**src/sv/sca_pkg.sv**
```systemverilog
// Shared types, constants and arithmetic step functions for the shadow corner alpha block.
package sca_pkg;

  // Largest tile edge and radius; larger register values saturate to this.
  localparam int unsigned MAX_TILE = 128;

  // Register indexes on the configuration port (byte address / 4).
  localparam logic [1:0] REG_TILE_WIDTH    = 2'd0;
  localparam logic [1:0] REG_TILE_HEIGHT   = 2'd1;
  localparam logic [1:0] REG_CORNER_RADIUS = 2'd2;

  // Pipeline shape: two root bits per square-root stage, two quotient bits per divide stage.
  localparam int unsigned SQ_STAGES  = 8;
  localparam int unsigned DIV_STAGES = 4;

  // Saturated configuration handed to the datapath.
  typedef struct packed {
    logic [7:0] width;
    logic [7:0] height;
    logic [7:0] radius;
  } sca_cfg_t;

  // Partial state of the digit-by-digit square root.
  typedef struct packed {
    logic [17:0] rem;
    logic [15:0] root;
  } sca_sq_t;

  // Partial state of the restoring divider.
  typedef struct packed {
    logic [7:0] rem;
    logic [7:0] quo;
  } sca_dv_t;

  // Clamp a register value to the largest supported tile.
  function automatic logic [7:0] sat_tile(input logic [7:0] v);
    return (v > 8'(MAX_TILE)) ? 8'(MAX_TILE) : v;
  endfunction

  // One root bit: bring down two radicand bits and try to subtract 4*root+1.
  function automatic sca_sq_t sqrt_step(input sca_sq_t cur, input logic [1:0] pair);
    logic [19:0] acc;
    logic [19:0] trial;
    sca_sq_t     res;
    acc   = {cur.rem, pair};
    trial = {2'b00, cur.root, 2'b01};
    if (acc >= trial) begin
      res.rem  = 18'(acc - trial);
      res.root = {cur.root[14:0], 1'b1};
    end else begin
      res.rem  = acc[17:0];
      res.root = {cur.root[14:0], 1'b0};
    end
    return res;
  endfunction

  // One quotient bit: bring down one dividend bit and try to subtract the divisor.
  function automatic sca_dv_t div_step(input sca_dv_t cur, input logic nbit,
                                       input logic [7:0] divisor);
    logic [8:0] acc;
    sca_dv_t    res;
    acc = {cur.rem, nbit};
    if (acc >= {1'b0, divisor}) begin
      res.rem = 8'(acc - {1'b0, divisor});
      res.quo = {cur.quo[6:0], 1'b1};
    end else begin
      res.rem = acc[7:0];
      res.quo = {cur.quo[6:0], 1'b0};
    end
    return res;
  endfunction

endpackage

```
**src/sv/sca_pipe.sv**
```systemverilog
// Pixel datapath: corner distances, squares, pipelined square root, divide and ease-out.
module sca_pipe (
  input  logic                clk,
  input  logic                rst_n,
  input  logic                en,
  input  logic                in_valid,
  input  logic [6:0]          in_col,
  input  logic [6:0]          in_row,
  input  sca_pkg::sca_cfg_t   cfg,
  output logic                out_valid,
  output logic [7:0]          out_alpha
);

  // Stage 1..3: axis distances, squares, sum of squares.
  logic        v1_r, v2_r, v3_r;
  logic [14:0] dx1_r, dy1_r, dx1_nxt, dy1_nxt;
  logic [29:0] dxx2_r, dyy2_r;
  logic [30:0] sum3_r;

  // Square-root stages.
  logic                  sq_v_r    [sca_pkg::SQ_STAGES];
  sca_pkg::sca_sq_t      sq_st_r   [sca_pkg::SQ_STAGES];
  logic [31:0]           sq_val_r  [sca_pkg::SQ_STAGES-1];

  // Radius subtract and range checks.
  logic        sd_v_r, sd_in_r, sd_zero_r;
  logic [14:0] sd_num_r;
  logic [17:0] dist_nxt;
  logic        in_nxt, zero_nxt, blur_pos;
  logic [7:0]  blur_div;

  // Divide stages.
  logic                  dv_v_r    [sca_pkg::DIV_STAGES];
  logic                  dv_in_r   [sca_pkg::DIV_STAGES];
  logic                  dv_zero_r [sca_pkg::DIV_STAGES];
  sca_pkg::sca_dv_t      dv_st_r   [sca_pkg::DIV_STAGES];
  logic [7:0]            dv_bits_r [sca_pkg::DIV_STAGES-1];

  // Ease-out stages.
  logic        m1_v_r, m1_in_r, m1_zero_r, m2_v_r;
  logic [8:0]  u_nxt;
  logic [16:0] uu1_r;
  logic [24:0] prod_nxt;
  logic [7:0]  alpha2_r, alpha_nxt;

  // Distance from each pixel center to the tile corner, clamped at zero.
  always_comb begin
    logic [15:0] w_edge, h_edge, cx, cy;
    w_edge = {cfg.width, 8'd0};
    h_edge = {cfg.height, 8'd0};
    cx     = {1'b0, in_col, 8'h80};
    cy     = {1'b0, in_row, 8'h80};
    dx1_nxt = (w_edge > cx) ? 15'(w_edge - cx) : 15'd0;
    dy1_nxt = (h_edge > cy) ? 15'(h_edge - cy) : 15'd0;
  end

  // Front stages payload.
  always_ff @(posedge clk) begin
    if (en) begin
      dx1_r  <= dx1_nxt;
      dy1_r  <= dy1_nxt;
      dxx2_r <= {15'd0, dx1_r} * {15'd0, dx1_r};
      dyy2_r <= {15'd0, dy1_r} * {15'd0, dy1_r};
      sum3_r <= {1'b0, dxx2_r} + {1'b0, dyy2_r};
    end
  end

  // Front stages valid bits.
  always_ff @(posedge clk) begin
    if (!rst_n) begin
      v1_r <= 1'b0;
      v2_r <= 1'b0;
      v3_r <= 1'b0;
    end else if (en) begin
      v1_r <= in_valid;
      v2_r <= v1_r;
      v3_r <= v2_r;
    end
  end

  // Square root, two root bits per stage, radicand shifted up as it is consumed.
  for (genvar k = 0; k < sca_pkg::SQ_STAGES; k++) begin : g_sq
    logic             v_in;
    logic [31:0]      val_in;
    sca_pkg::sca_sq_t st_in, st_mid, st_nxt;

    if (k == 0) begin : g_first
      assign v_in   = v3_r;
      assign val_in = {1'b0, sum3_r};
      assign st_in  = '0;
    end else begin : g_next
      assign v_in   = sq_v_r[k-1];
      assign val_in = sq_val_r[k-1];
      assign st_in  = sq_st_r[k-1];
    end

    assign st_mid = sca_pkg::sqrt_step(st_in, val_in[31:30]);
    assign st_nxt = sca_pkg::sqrt_step(st_mid, val_in[29:28]);

    always_ff @(posedge clk) begin
      if (en) begin
        sq_st_r[k] <= st_nxt;
      end
    end

    if (k < sca_pkg::SQ_STAGES - 1) begin : g_val
      always_ff @(posedge clk) begin
        if (en) begin
          sq_val_r[k] <= {val_in[27:0], 4'd0};
        end
      end
    end

    always_ff @(posedge clk) begin
      if (!rst_n) begin
        sq_v_r[k] <= 1'b0;
      end else if (en) begin
        sq_v_r[k] <= v_in;
      end
    end
  end

  // Blur width in pixels; the user must hold the configuration still while items are in flight (not enforced here).
  assign blur_pos = cfg.width > cfg.radius;
  assign blur_div = cfg.width - cfg.radius;

  // Signed distance past the rounded corner and the two saturating cases.
  always_comb begin
    dist_nxt = {2'b00, sq_st_r[sca_pkg::SQ_STAGES-1].root} - {2'b00, cfg.radius, 8'd0};
    in_nxt   = dist_nxt[17] || (dist_nxt == 18'd0);
    zero_nxt = !blur_pos || (!dist_nxt[17] && (dist_nxt[16:0] >= {1'b0, blur_div, 8'd0}));
  end

  always_ff @(posedge clk) begin
    if (en) begin
      sd_in_r   <= in_nxt;
      sd_zero_r <= zero_nxt;
      sd_num_r  <= dist_nxt[14:0];
    end
  end

  always_ff @(posedge clk) begin
    if (!rst_n) begin
      sd_v_r <= 1'b0;
    end else if (en) begin
      sd_v_r <= sq_v_r[sca_pkg::SQ_STAGES-1];
    end
  end

  // Divide distance by blur width, two quotient bits per stage.
  for (genvar j = 0; j < sca_pkg::DIV_STAGES; j++) begin : g_dv
    logic             v_in, in_in, zero_in;
    logic [7:0]       bits_in;
    sca_pkg::sca_dv_t st_in, st_mid, st_nxt;

    if (j == 0) begin : g_first
      assign v_in    = sd_v_r;
      assign in_in   = sd_in_r;
      assign zero_in = sd_zero_r;
      assign bits_in = sd_num_r[7:0];
      assign st_in   = '{rem: {1'b0, sd_num_r[14:8]}, quo: 8'd0};
    end else begin : g_next
      assign v_in    = dv_v_r[j-1];
      assign in_in   = dv_in_r[j-1];
      assign zero_in = dv_zero_r[j-1];
      assign bits_in = dv_bits_r[j-1];
      assign st_in   = dv_st_r[j-1];
    end

    assign st_mid = sca_pkg::div_step(st_in, bits_in[7], blur_div);
    assign st_nxt = sca_pkg::div_step(st_mid, bits_in[6], blur_div);

    always_ff @(posedge clk) begin
      if (en) begin
        dv_st_r[j]   <= st_nxt;
        dv_in_r[j]   <= in_in;
        dv_zero_r[j] <= zero_in;
      end
    end

    if (j < sca_pkg::DIV_STAGES - 1) begin : g_bits
      always_ff @(posedge clk) begin
        if (en) begin
          dv_bits_r[j] <= {bits_in[5:0], 2'b00};
        end
      end
    end

    always_ff @(posedge clk) begin
      if (!rst_n) begin
        dv_v_r[j] <= 1'b0;
      end else if (en) begin
        dv_v_r[j] <= v_in;
      end
    end
  end

  // Quadratic ease-out: u = 256 - t, alpha = 255*u*u / 65536.
  assign u_nxt    = 9'd256 - {1'b0, dv_st_r[sca_pkg::DIV_STAGES-1].quo};
  assign prod_nxt = {uu1_r, 8'd0} - {8'd0, uu1_r};

  always_comb begin
    if (m1_in_r) begin
      alpha_nxt = 8'd255;
    end else if (m1_zero_r) begin
      alpha_nxt = 8'd0;
    end else begin
      alpha_nxt = prod_nxt[23:16];
    end
  end

  always_ff @(posedge clk) begin
    if (en) begin
      uu1_r     <= {8'd0, u_nxt} * {8'd0, u_nxt};
      m1_in_r   <= dv_in_r[sca_pkg::DIV_STAGES-1];
      m1_zero_r <= dv_zero_r[sca_pkg::DIV_STAGES-1];
      alpha2_r  <= alpha_nxt;
    end
  end

  always_ff @(posedge clk) begin
    if (!rst_n) begin
      m1_v_r <= 1'b0;
      m2_v_r <= 1'b0;
    end else if (en) begin
      m1_v_r <= dv_v_r[sca_pkg::DIV_STAGES-1];
      m2_v_r <= m1_v_r;
    end
  end

  assign out_valid = m2_v_r;
  assign out_alpha = alpha2_r;

endmodule

```
**src/sv/shadow_corner_alpha_core.sv**
```systemverilog
// Top level of the shadow corner alpha block: register port, datapath and output buffering.
// The block takes one pixel transfer per clock when the output side is not stalled and
// returns its alpha through front stages for the corner distances and their squares,
// eight square-root stages of two root bits each, one radius subtract stage, four divide
// stages of two quotient bits each, two ease-out stages and the output register. A stall
// freezes the whole datapath; a two-entry output buffer (output register plus skid stage)
// keeps in_tready a pure register output. Register values above 128 saturate when used;
// write the registers only while no pixel is in flight.
module shadow_corner_alpha_core (
  input  logic        clk,
  input  logic        rst_n,
  // Pixel input.
  input  logic        in_tvalid,
  output logic        in_tready,
  input  logic [15:0] in_tdata,   // [6:0] col, [13:7] row, [15:14] zero
  // Alpha output.
  output logic        out_tvalid,
  input  logic        out_tready,
  output logic [7:0]  out_tdata,  // [7:0] alpha
  // Register port.
  input  logic        cfg_psel,
  input  logic        cfg_penable,
  input  logic        cfg_pwrite,
  input  logic [3:0]  cfg_paddr,
  input  logic [31:0] cfg_pwdata,
  output logic [31:0] cfg_prdata,
  output logic        cfg_pready
);

  logic [7:0]        width_r, height_r, radius_r;
  logic              cfg_wr;
  sca_pkg::sca_cfg_t cfg_sat;
  logic              en;
  logic              pipe_v;
  logic [7:0]        pipe_alpha;
  logic              out_v_r, out_v_nxt, skid_v_r, skid_v_nxt;
  logic [7:0]        out_d_r, out_d_nxt, skid_d_r, skid_d_nxt;
  logic              take_out;

  // Register writes complete in the access cycle.
  assign cfg_pready = 1'b1;
  assign cfg_wr     = cfg_psel && cfg_penable && cfg_pwrite && cfg_pready;

  always_ff @(posedge clk) begin
    if (!rst_n) begin
      width_r  <= 8'd8;
      height_r <= 8'd8;
      radius_r <= 8'd0;
    end else if (cfg_wr) begin
      unique case (cfg_paddr[3:2])
        sca_pkg::REG_TILE_WIDTH:    width_r  <= cfg_pwdata[7:0];
        sca_pkg::REG_TILE_HEIGHT:   height_r <= cfg_pwdata[7:0];
        sca_pkg::REG_CORNER_RADIUS: radius_r <= cfg_pwdata[7:0];
        default: ;
      endcase
    end
  end

  // Register readback.
  always_comb begin
    unique case (cfg_paddr[3:2])
      sca_pkg::REG_TILE_WIDTH:    cfg_prdata = {24'd0, width_r};
      sca_pkg::REG_TILE_HEIGHT:   cfg_prdata = {24'd0, height_r};
      sca_pkg::REG_CORNER_RADIUS: cfg_prdata = {24'd0, radius_r};
      default:                    cfg_prdata = 32'd0;
    endcase
  end

  // Saturated register values for the datapath.
  assign cfg_sat.width  = sca_pkg::sat_tile(width_r);
  assign cfg_sat.height = sca_pkg::sat_tile(height_r);
  assign cfg_sat.radius = sca_pkg::sat_tile(radius_r);

  // The datapath advances whenever the skid stage is free to catch its tail.
  assign en        = !skid_v_r;
  assign in_tready = en;

  sca_pipe u_pipe (
    .clk       (clk),
    .rst_n     (rst_n),
    .en        (en),
    .in_valid  (in_tvalid),
    .in_col    (in_tdata[6:0]),
    .in_row    (in_tdata[13:7]),
    .cfg       (cfg_sat),
    .out_valid (pipe_v),
    .out_alpha (pipe_alpha)
  );

  // Output register with skid stage behind it.
  assign take_out = out_v_r && out_tready;

  always_comb begin
    out_v_nxt  = out_v_r;
    out_d_nxt  = out_d_r;
    skid_v_nxt = skid_v_r;
    skid_d_nxt = skid_d_r;
    if (skid_v_r) begin
      if (take_out) begin
        out_d_nxt  = skid_d_r;
        skid_v_nxt = 1'b0;
      end
    end else if (pipe_v) begin
      if (!out_v_r || take_out) begin
        out_v_nxt = 1'b1;
        out_d_nxt = pipe_alpha;
      end else begin
        skid_v_nxt = 1'b1;
        skid_d_nxt = pipe_alpha;
      end
    end else if (take_out) begin
      out_v_nxt = 1'b0;
    end
  end

  always_ff @(posedge clk) begin
    if (!rst_n) begin
      out_v_r  <= 1'b0;
      skid_v_r <= 1'b0;
    end else begin
      out_v_r  <= out_v_nxt;
      skid_v_r <= skid_v_nxt;
    end
  end

  always_ff @(posedge clk) begin
    out_d_r  <= out_d_nxt;
    skid_d_r <= skid_d_nxt;
  end

  assign out_tvalid = out_v_r;
  assign out_tdata  = out_d_r;

  // The skid stage only ever holds an item behind a waiting output register.
  a_skid_behind_out: assert property (@(posedge clk) disable iff (!rst_n)
    skid_v_r |-> out_v_r)
    else $error("skid stage full while output register empty");

  // The skid stage fills only when the output was stalled in the previous cycle.
  a_skid_fill: assert property (@(posedge clk) disable iff (!rst_n)
    $rose(skid_v_r) |-> $past(out_v_r && !out_tready))
    else $error("skid stage filled without an output stall");

  // A datapath result meeting a stalled full output must land in the skid stage.
  a_no_drop: assert property (@(posedge clk) disable iff (!rst_n)
    (pipe_v && en && out_v_r && !out_tready) |=> skid_v_r)
    else $error("datapath result dropped at the output");

endmodule

```
**config.mk**
```make
export PLATFORM = sky130hd
export DESIGN_NAME = shadow_corner_alpha_core
export DESIGN_NICKNAME = d
export VERILOG_FILES = /design/src/sv/sca_pkg.sv /design/src/sv/sca_pipe.sv /design/src/sv/shadow_corner_alpha_core.sv
export SDC_FILE = /design/constraint.sdc
export NUM_CORES = 1
export LEC_CHECK = 0
export BUFFER_PORTS_ARGS = -buffer_cell sky130_fd_sc_hd__buf_2
export CAP_MARGIN = 20
export CORE_MARGIN = 5
export CORE_UTILIZATION = 26
export DETAILED_ROUTE_END_ITERATION = 10
export HOLD_SLACK_MARGIN = 0.03
export MAX_ROUTING_LAYER = met4
export SYNTH_ARGS = -nofsm -noshare
export SYNTH_HDL_FRONTEND = slang
export SYNTH_SLANG_ARGS = --single-unit
```
**constraint.sdc**
```tcl
create_clock -name clk -period 30.8 [get_ports clk]
set_input_delay 1.54 -clock clk [delete_from_list [all_inputs] [get_ports clk]]
set_output_delay 1.54 -clock clk [all_outputs]
set_load 0.1 [all_outputs]
```
==> impl_metrics.yaml <==
cts:
  cts_resized: 0
  clkTransAtPathRegs_ps: 60
  ctsHoldBuffers: 0
  cts-root-buf: "clkbuf_16"
  clock-sinks: 441
  clockBufferDepth: 3
  cts_tree: "done"
  postCtsSetupBuffers: 0
  htree_levels: 2
  insertion_delay_ps: 610
  cts_made_buffers: 50
timing:
  setup_viol: 0
  hold_viol_final: 0
  drv_slew: 0
  finalCriticalPeriod_ps: 7430
  clock_skew_ps: 25.0
  finalWorstSetupSlack_ps: 23370
  fmax_ghz: 0.135
  fin_crit_sh_pct: 24.1
  tightest_slew_ps: 1030
  rsz0062_at_grt: "false"
  max_slew_margin_pct: 31.2
  setup-tns-final_ps: 0
  whs_ps: 418
logic_synthesis:
  synth_area_leaders: "edfxtp_1 36%, ha_1 14%, fa_1 5.7%"
  yosysTopAreaCell: "edfxtp_1"
  synth-async-reset-ratio_pct: 0
  yosys_warnings: 0
  ys_seq_area_share_pct: 38.0
  synth_top_area_share_pct: 36.0
  syn_area_sq_mm: 0.0339
  synth_cells: 3299
  syn_area_per_cell_sq_um: 10.3
  synth_most_common_cell: "edfxtp_1"
  synth-main-ff-cell: "edfxtp_1"
  synth_seq_cells: 441
  synth_edf_count: 407
  yosys-top-cells-count: "407 x edfxtp_1, 368 x ha_1, 329 x inv_1"
  synth_cell_types: 105
power_and_ir_drop:
  power_frac_seq_pct: 30.9
  combPwrFrac_pct: 48.7
  power_density_mw_per_mm2: 82.4
  pwr-share-clk_pct: 20.3
  p_sw_mw: 1.21
  power.leakage_nw: 16.0
  internal_power_mw: 1.92
  switching_share_pct: 38.6
  ir_drop_mv: 0.0380
setup_path:
  cp-end-kind: "register"
  r2r-end: "u_pipe.dv_st_r[2][9]"
  rrSetupSlack_ps: 23370
  cp.required_ps: 31150
  startpoint: "width_r[7]"
  startpoint_type: "register"
  r2r_start: "width_r[7]"
  cp-endpoint: "u_pipe.dv_st_r[2][9]"
  worstPathArrival_ps: 7790
  r2r_cells: 26
  crit_fanout: 14
  worstSetupPathType: "register to register"
drt:
  dr.pass1.iters: 5
  drt_wl_total_um: 72000
  first_iter_violations: 1219
  via_count: 23500
  drc_errors: 0
  ant_nets: 0
  drt-vias-per-instance: 4.57
  routedWlPerCell_um: 14.0
job:
  maxCapViolations: 0
floorplanning:
  io_pins: 102
  die_h_um: 371
  start_util_pct: 26.2
  coreArea_sq_mm: 0.129
  row_count: 132
  die_w_um: 371
  die_area_sq_mm: 0.138
status:
  run_status: "finished, final reports clean"
global_route:
  first_global_vias: 23100
  grt_pass1_wl_um: 118000
  overflow: 0
  grt_use_total_pct: 10.6
  grt_max_degree: 139
  antenna_found_initial: 4
place:
  place_hpwl_um: 55600
  place_congestion: 0.860
  pre_cts_ws_ps: 23410
  portBuffers: 48
final_layout:
  final_nets: 3882
  drive_above_1_share_pct: 7.77
  synthToLayoutAreaGrowth_pct: 11.8
worst_hold_path:
  holdCritPathClass: "register to register"
## how the worst min path moves through the flow
stage                                 from                      to  slack, ps  cells past startpoint
finish              u_pipe.sq_val_r[0][21]  u_pipe.sq_val_r[1][25]        420                      0
global route          u_pipe.dv_st_r[1][0]    u_pipe.dv_st_r[2][2]        420                      0
CTS                   u_pipe.dv_st_r[2][4]    u_pipe.dv_st_r[3][6]        420                      0
detailed placement       u_pipe.dv_in_r[1]       u_pipe.dv_in_r[2]        400                      0
global placement         u_pipe.sum3_r[26]  u_pipe.sq_val_r[0][26]        400                      0
floorplan               u_pipe.sd_num_r[0]  u_pipe.dv_bits_r[0][0]        400                      0
## critical path, cell delays in order, from the launching register on
cell and delay, ps:
dfxtp_1 670, nor2b_1 230, ha_1 420, and3b_1 220
a221oi_4 420, a31oi_4 100, o21ai_4 350, nand2b_1 90
a21oi_1 180, xor2_1 80, buf_4 200, ha_1 400
nand4_1 130, or3_1 410, o41ai_4 430, a21oi_2 150
inv_4 170, mux2_2 370, ha_1 350, nand4_1 230
a211o_1 340, nand3b_1 90, o32ai_1 100, nor3_1 350
nor4_4 100, nand2_2 210, mux2_2 360
## stage by stage
stage | power [mW] | instance area [sq um] | cells | util [%]
2_1_floorplan | 2.16 | 34000 | 3327 | -
3_3_place_gp | 2.46 | 36200 | 5047 | 27.9
3_5_place_dp | 2.49 | 36200 | 5048 | 27.9
4_1_cts | 3.14 | 37900 | 5140 | 29.3
5_1_grt | 3.38 | 37900 | 5142 | 29.3
6_report | 3.12 | 37900 | 5143 | 29.3
## layer usage
| layer | global-route usage [%] | vias to the layer above | routed length (um) |
|---|---|---|---|
| met5 | - | - | 0 |
| met4 | 2.54 | 0 | 1520 |
| met3 | 1.76 | 116 | 3600 |
| met2 | 16.7 | 386 | 32000 |
| met1 | 14.3 | 11100 | 34900 |
| li1 | - | 11900 | - |
## kinds of logic (layout without fill, tap and decap cells)
kind of cell             after synthesis  in the layout  share of synthesized area (%)
buffers and inverters                420            491                           5.00
XOR/XNOR                             263            263                           6.87
multiplexers                         109            109                           3.45
flip-flops                           441            441                           38.0
AND/OR/NAND/NOR                      908            908                           13.8
adder cells (fa/ha/maj)              480            480                           19.8
other                                  2             33                         0.0221
AO/OA/AOI/OAI                        676            676                           13.1
## flip-flops by register name, summed over array words and instances (netlist names), 12 cells and up
register	count
u_pipe.dv_bits_r	12
u_pipe.dv_st_r	44
u_pipe.dxx2_r	15
u_pipe.dyy2_r	15
u_pipe.sd_num_r	15
u_pipe.sq_st_r	179
u_pipe.sq_val_r	32
u_pipe.sum3_r	17
u_pipe.uu1_r	16
## cells in the final DEF, fill, tap and decap left out, types with 21 or more instances in the layout
cell type	n
a211oi_1	21
a21o_1	60
a21oi_1	207
and2_1	74
buf_2	49
clkbuf_16	51
conb_1	30
dfxtp_1	34
edfxtp_1	407
fa_1	97
ha_1	368
inv_1	328
mux2_2	50
mux2i_1	56
nand2_1	210
nand2b_1	44
nand3_1	42
nor2_1	213
nor2b_1	90
nor3_1	64
o21a_1	34
o21ai_0	127
o21bai_1	44
o31ai_1	24
xnor2_1	174
xor2_1	87
## power by group through the flow
| stage | Clock (mW) | Sequential (mW) | Combinational (mW) |
|---|---|---|---|
| floorplan | 0 | 0.925 | 1.24 |
| CTS | 0.657 | 0.967 | 1.52 |
| global placement | 0 | 0.976 | 1.49 |
| detailed placement | 0 | 0.978 | 1.51 |
| finish | 0.635 | 0.966 | 1.52 |
| global route | 0.682 | 0.983 | 1.72 |
## area by class of cell
| class | count | area, sq um |
|---|---|---|
| antenna | 3 | 7.51 |
| clock buffer | 58 | 1310 |
| fill | 13400 | 91600 |
| sequential | 441 | 12900 |
| inverter | 333 | 1260 |
| multi-input combinational | 2466 | 19400 |
| tap | 1742 | 2180 |
| clock inverter | 34 | 433 |
| timing repair buffer | 66 | 385 |
No activity file was read; power rests on OpenSTA's default activity.
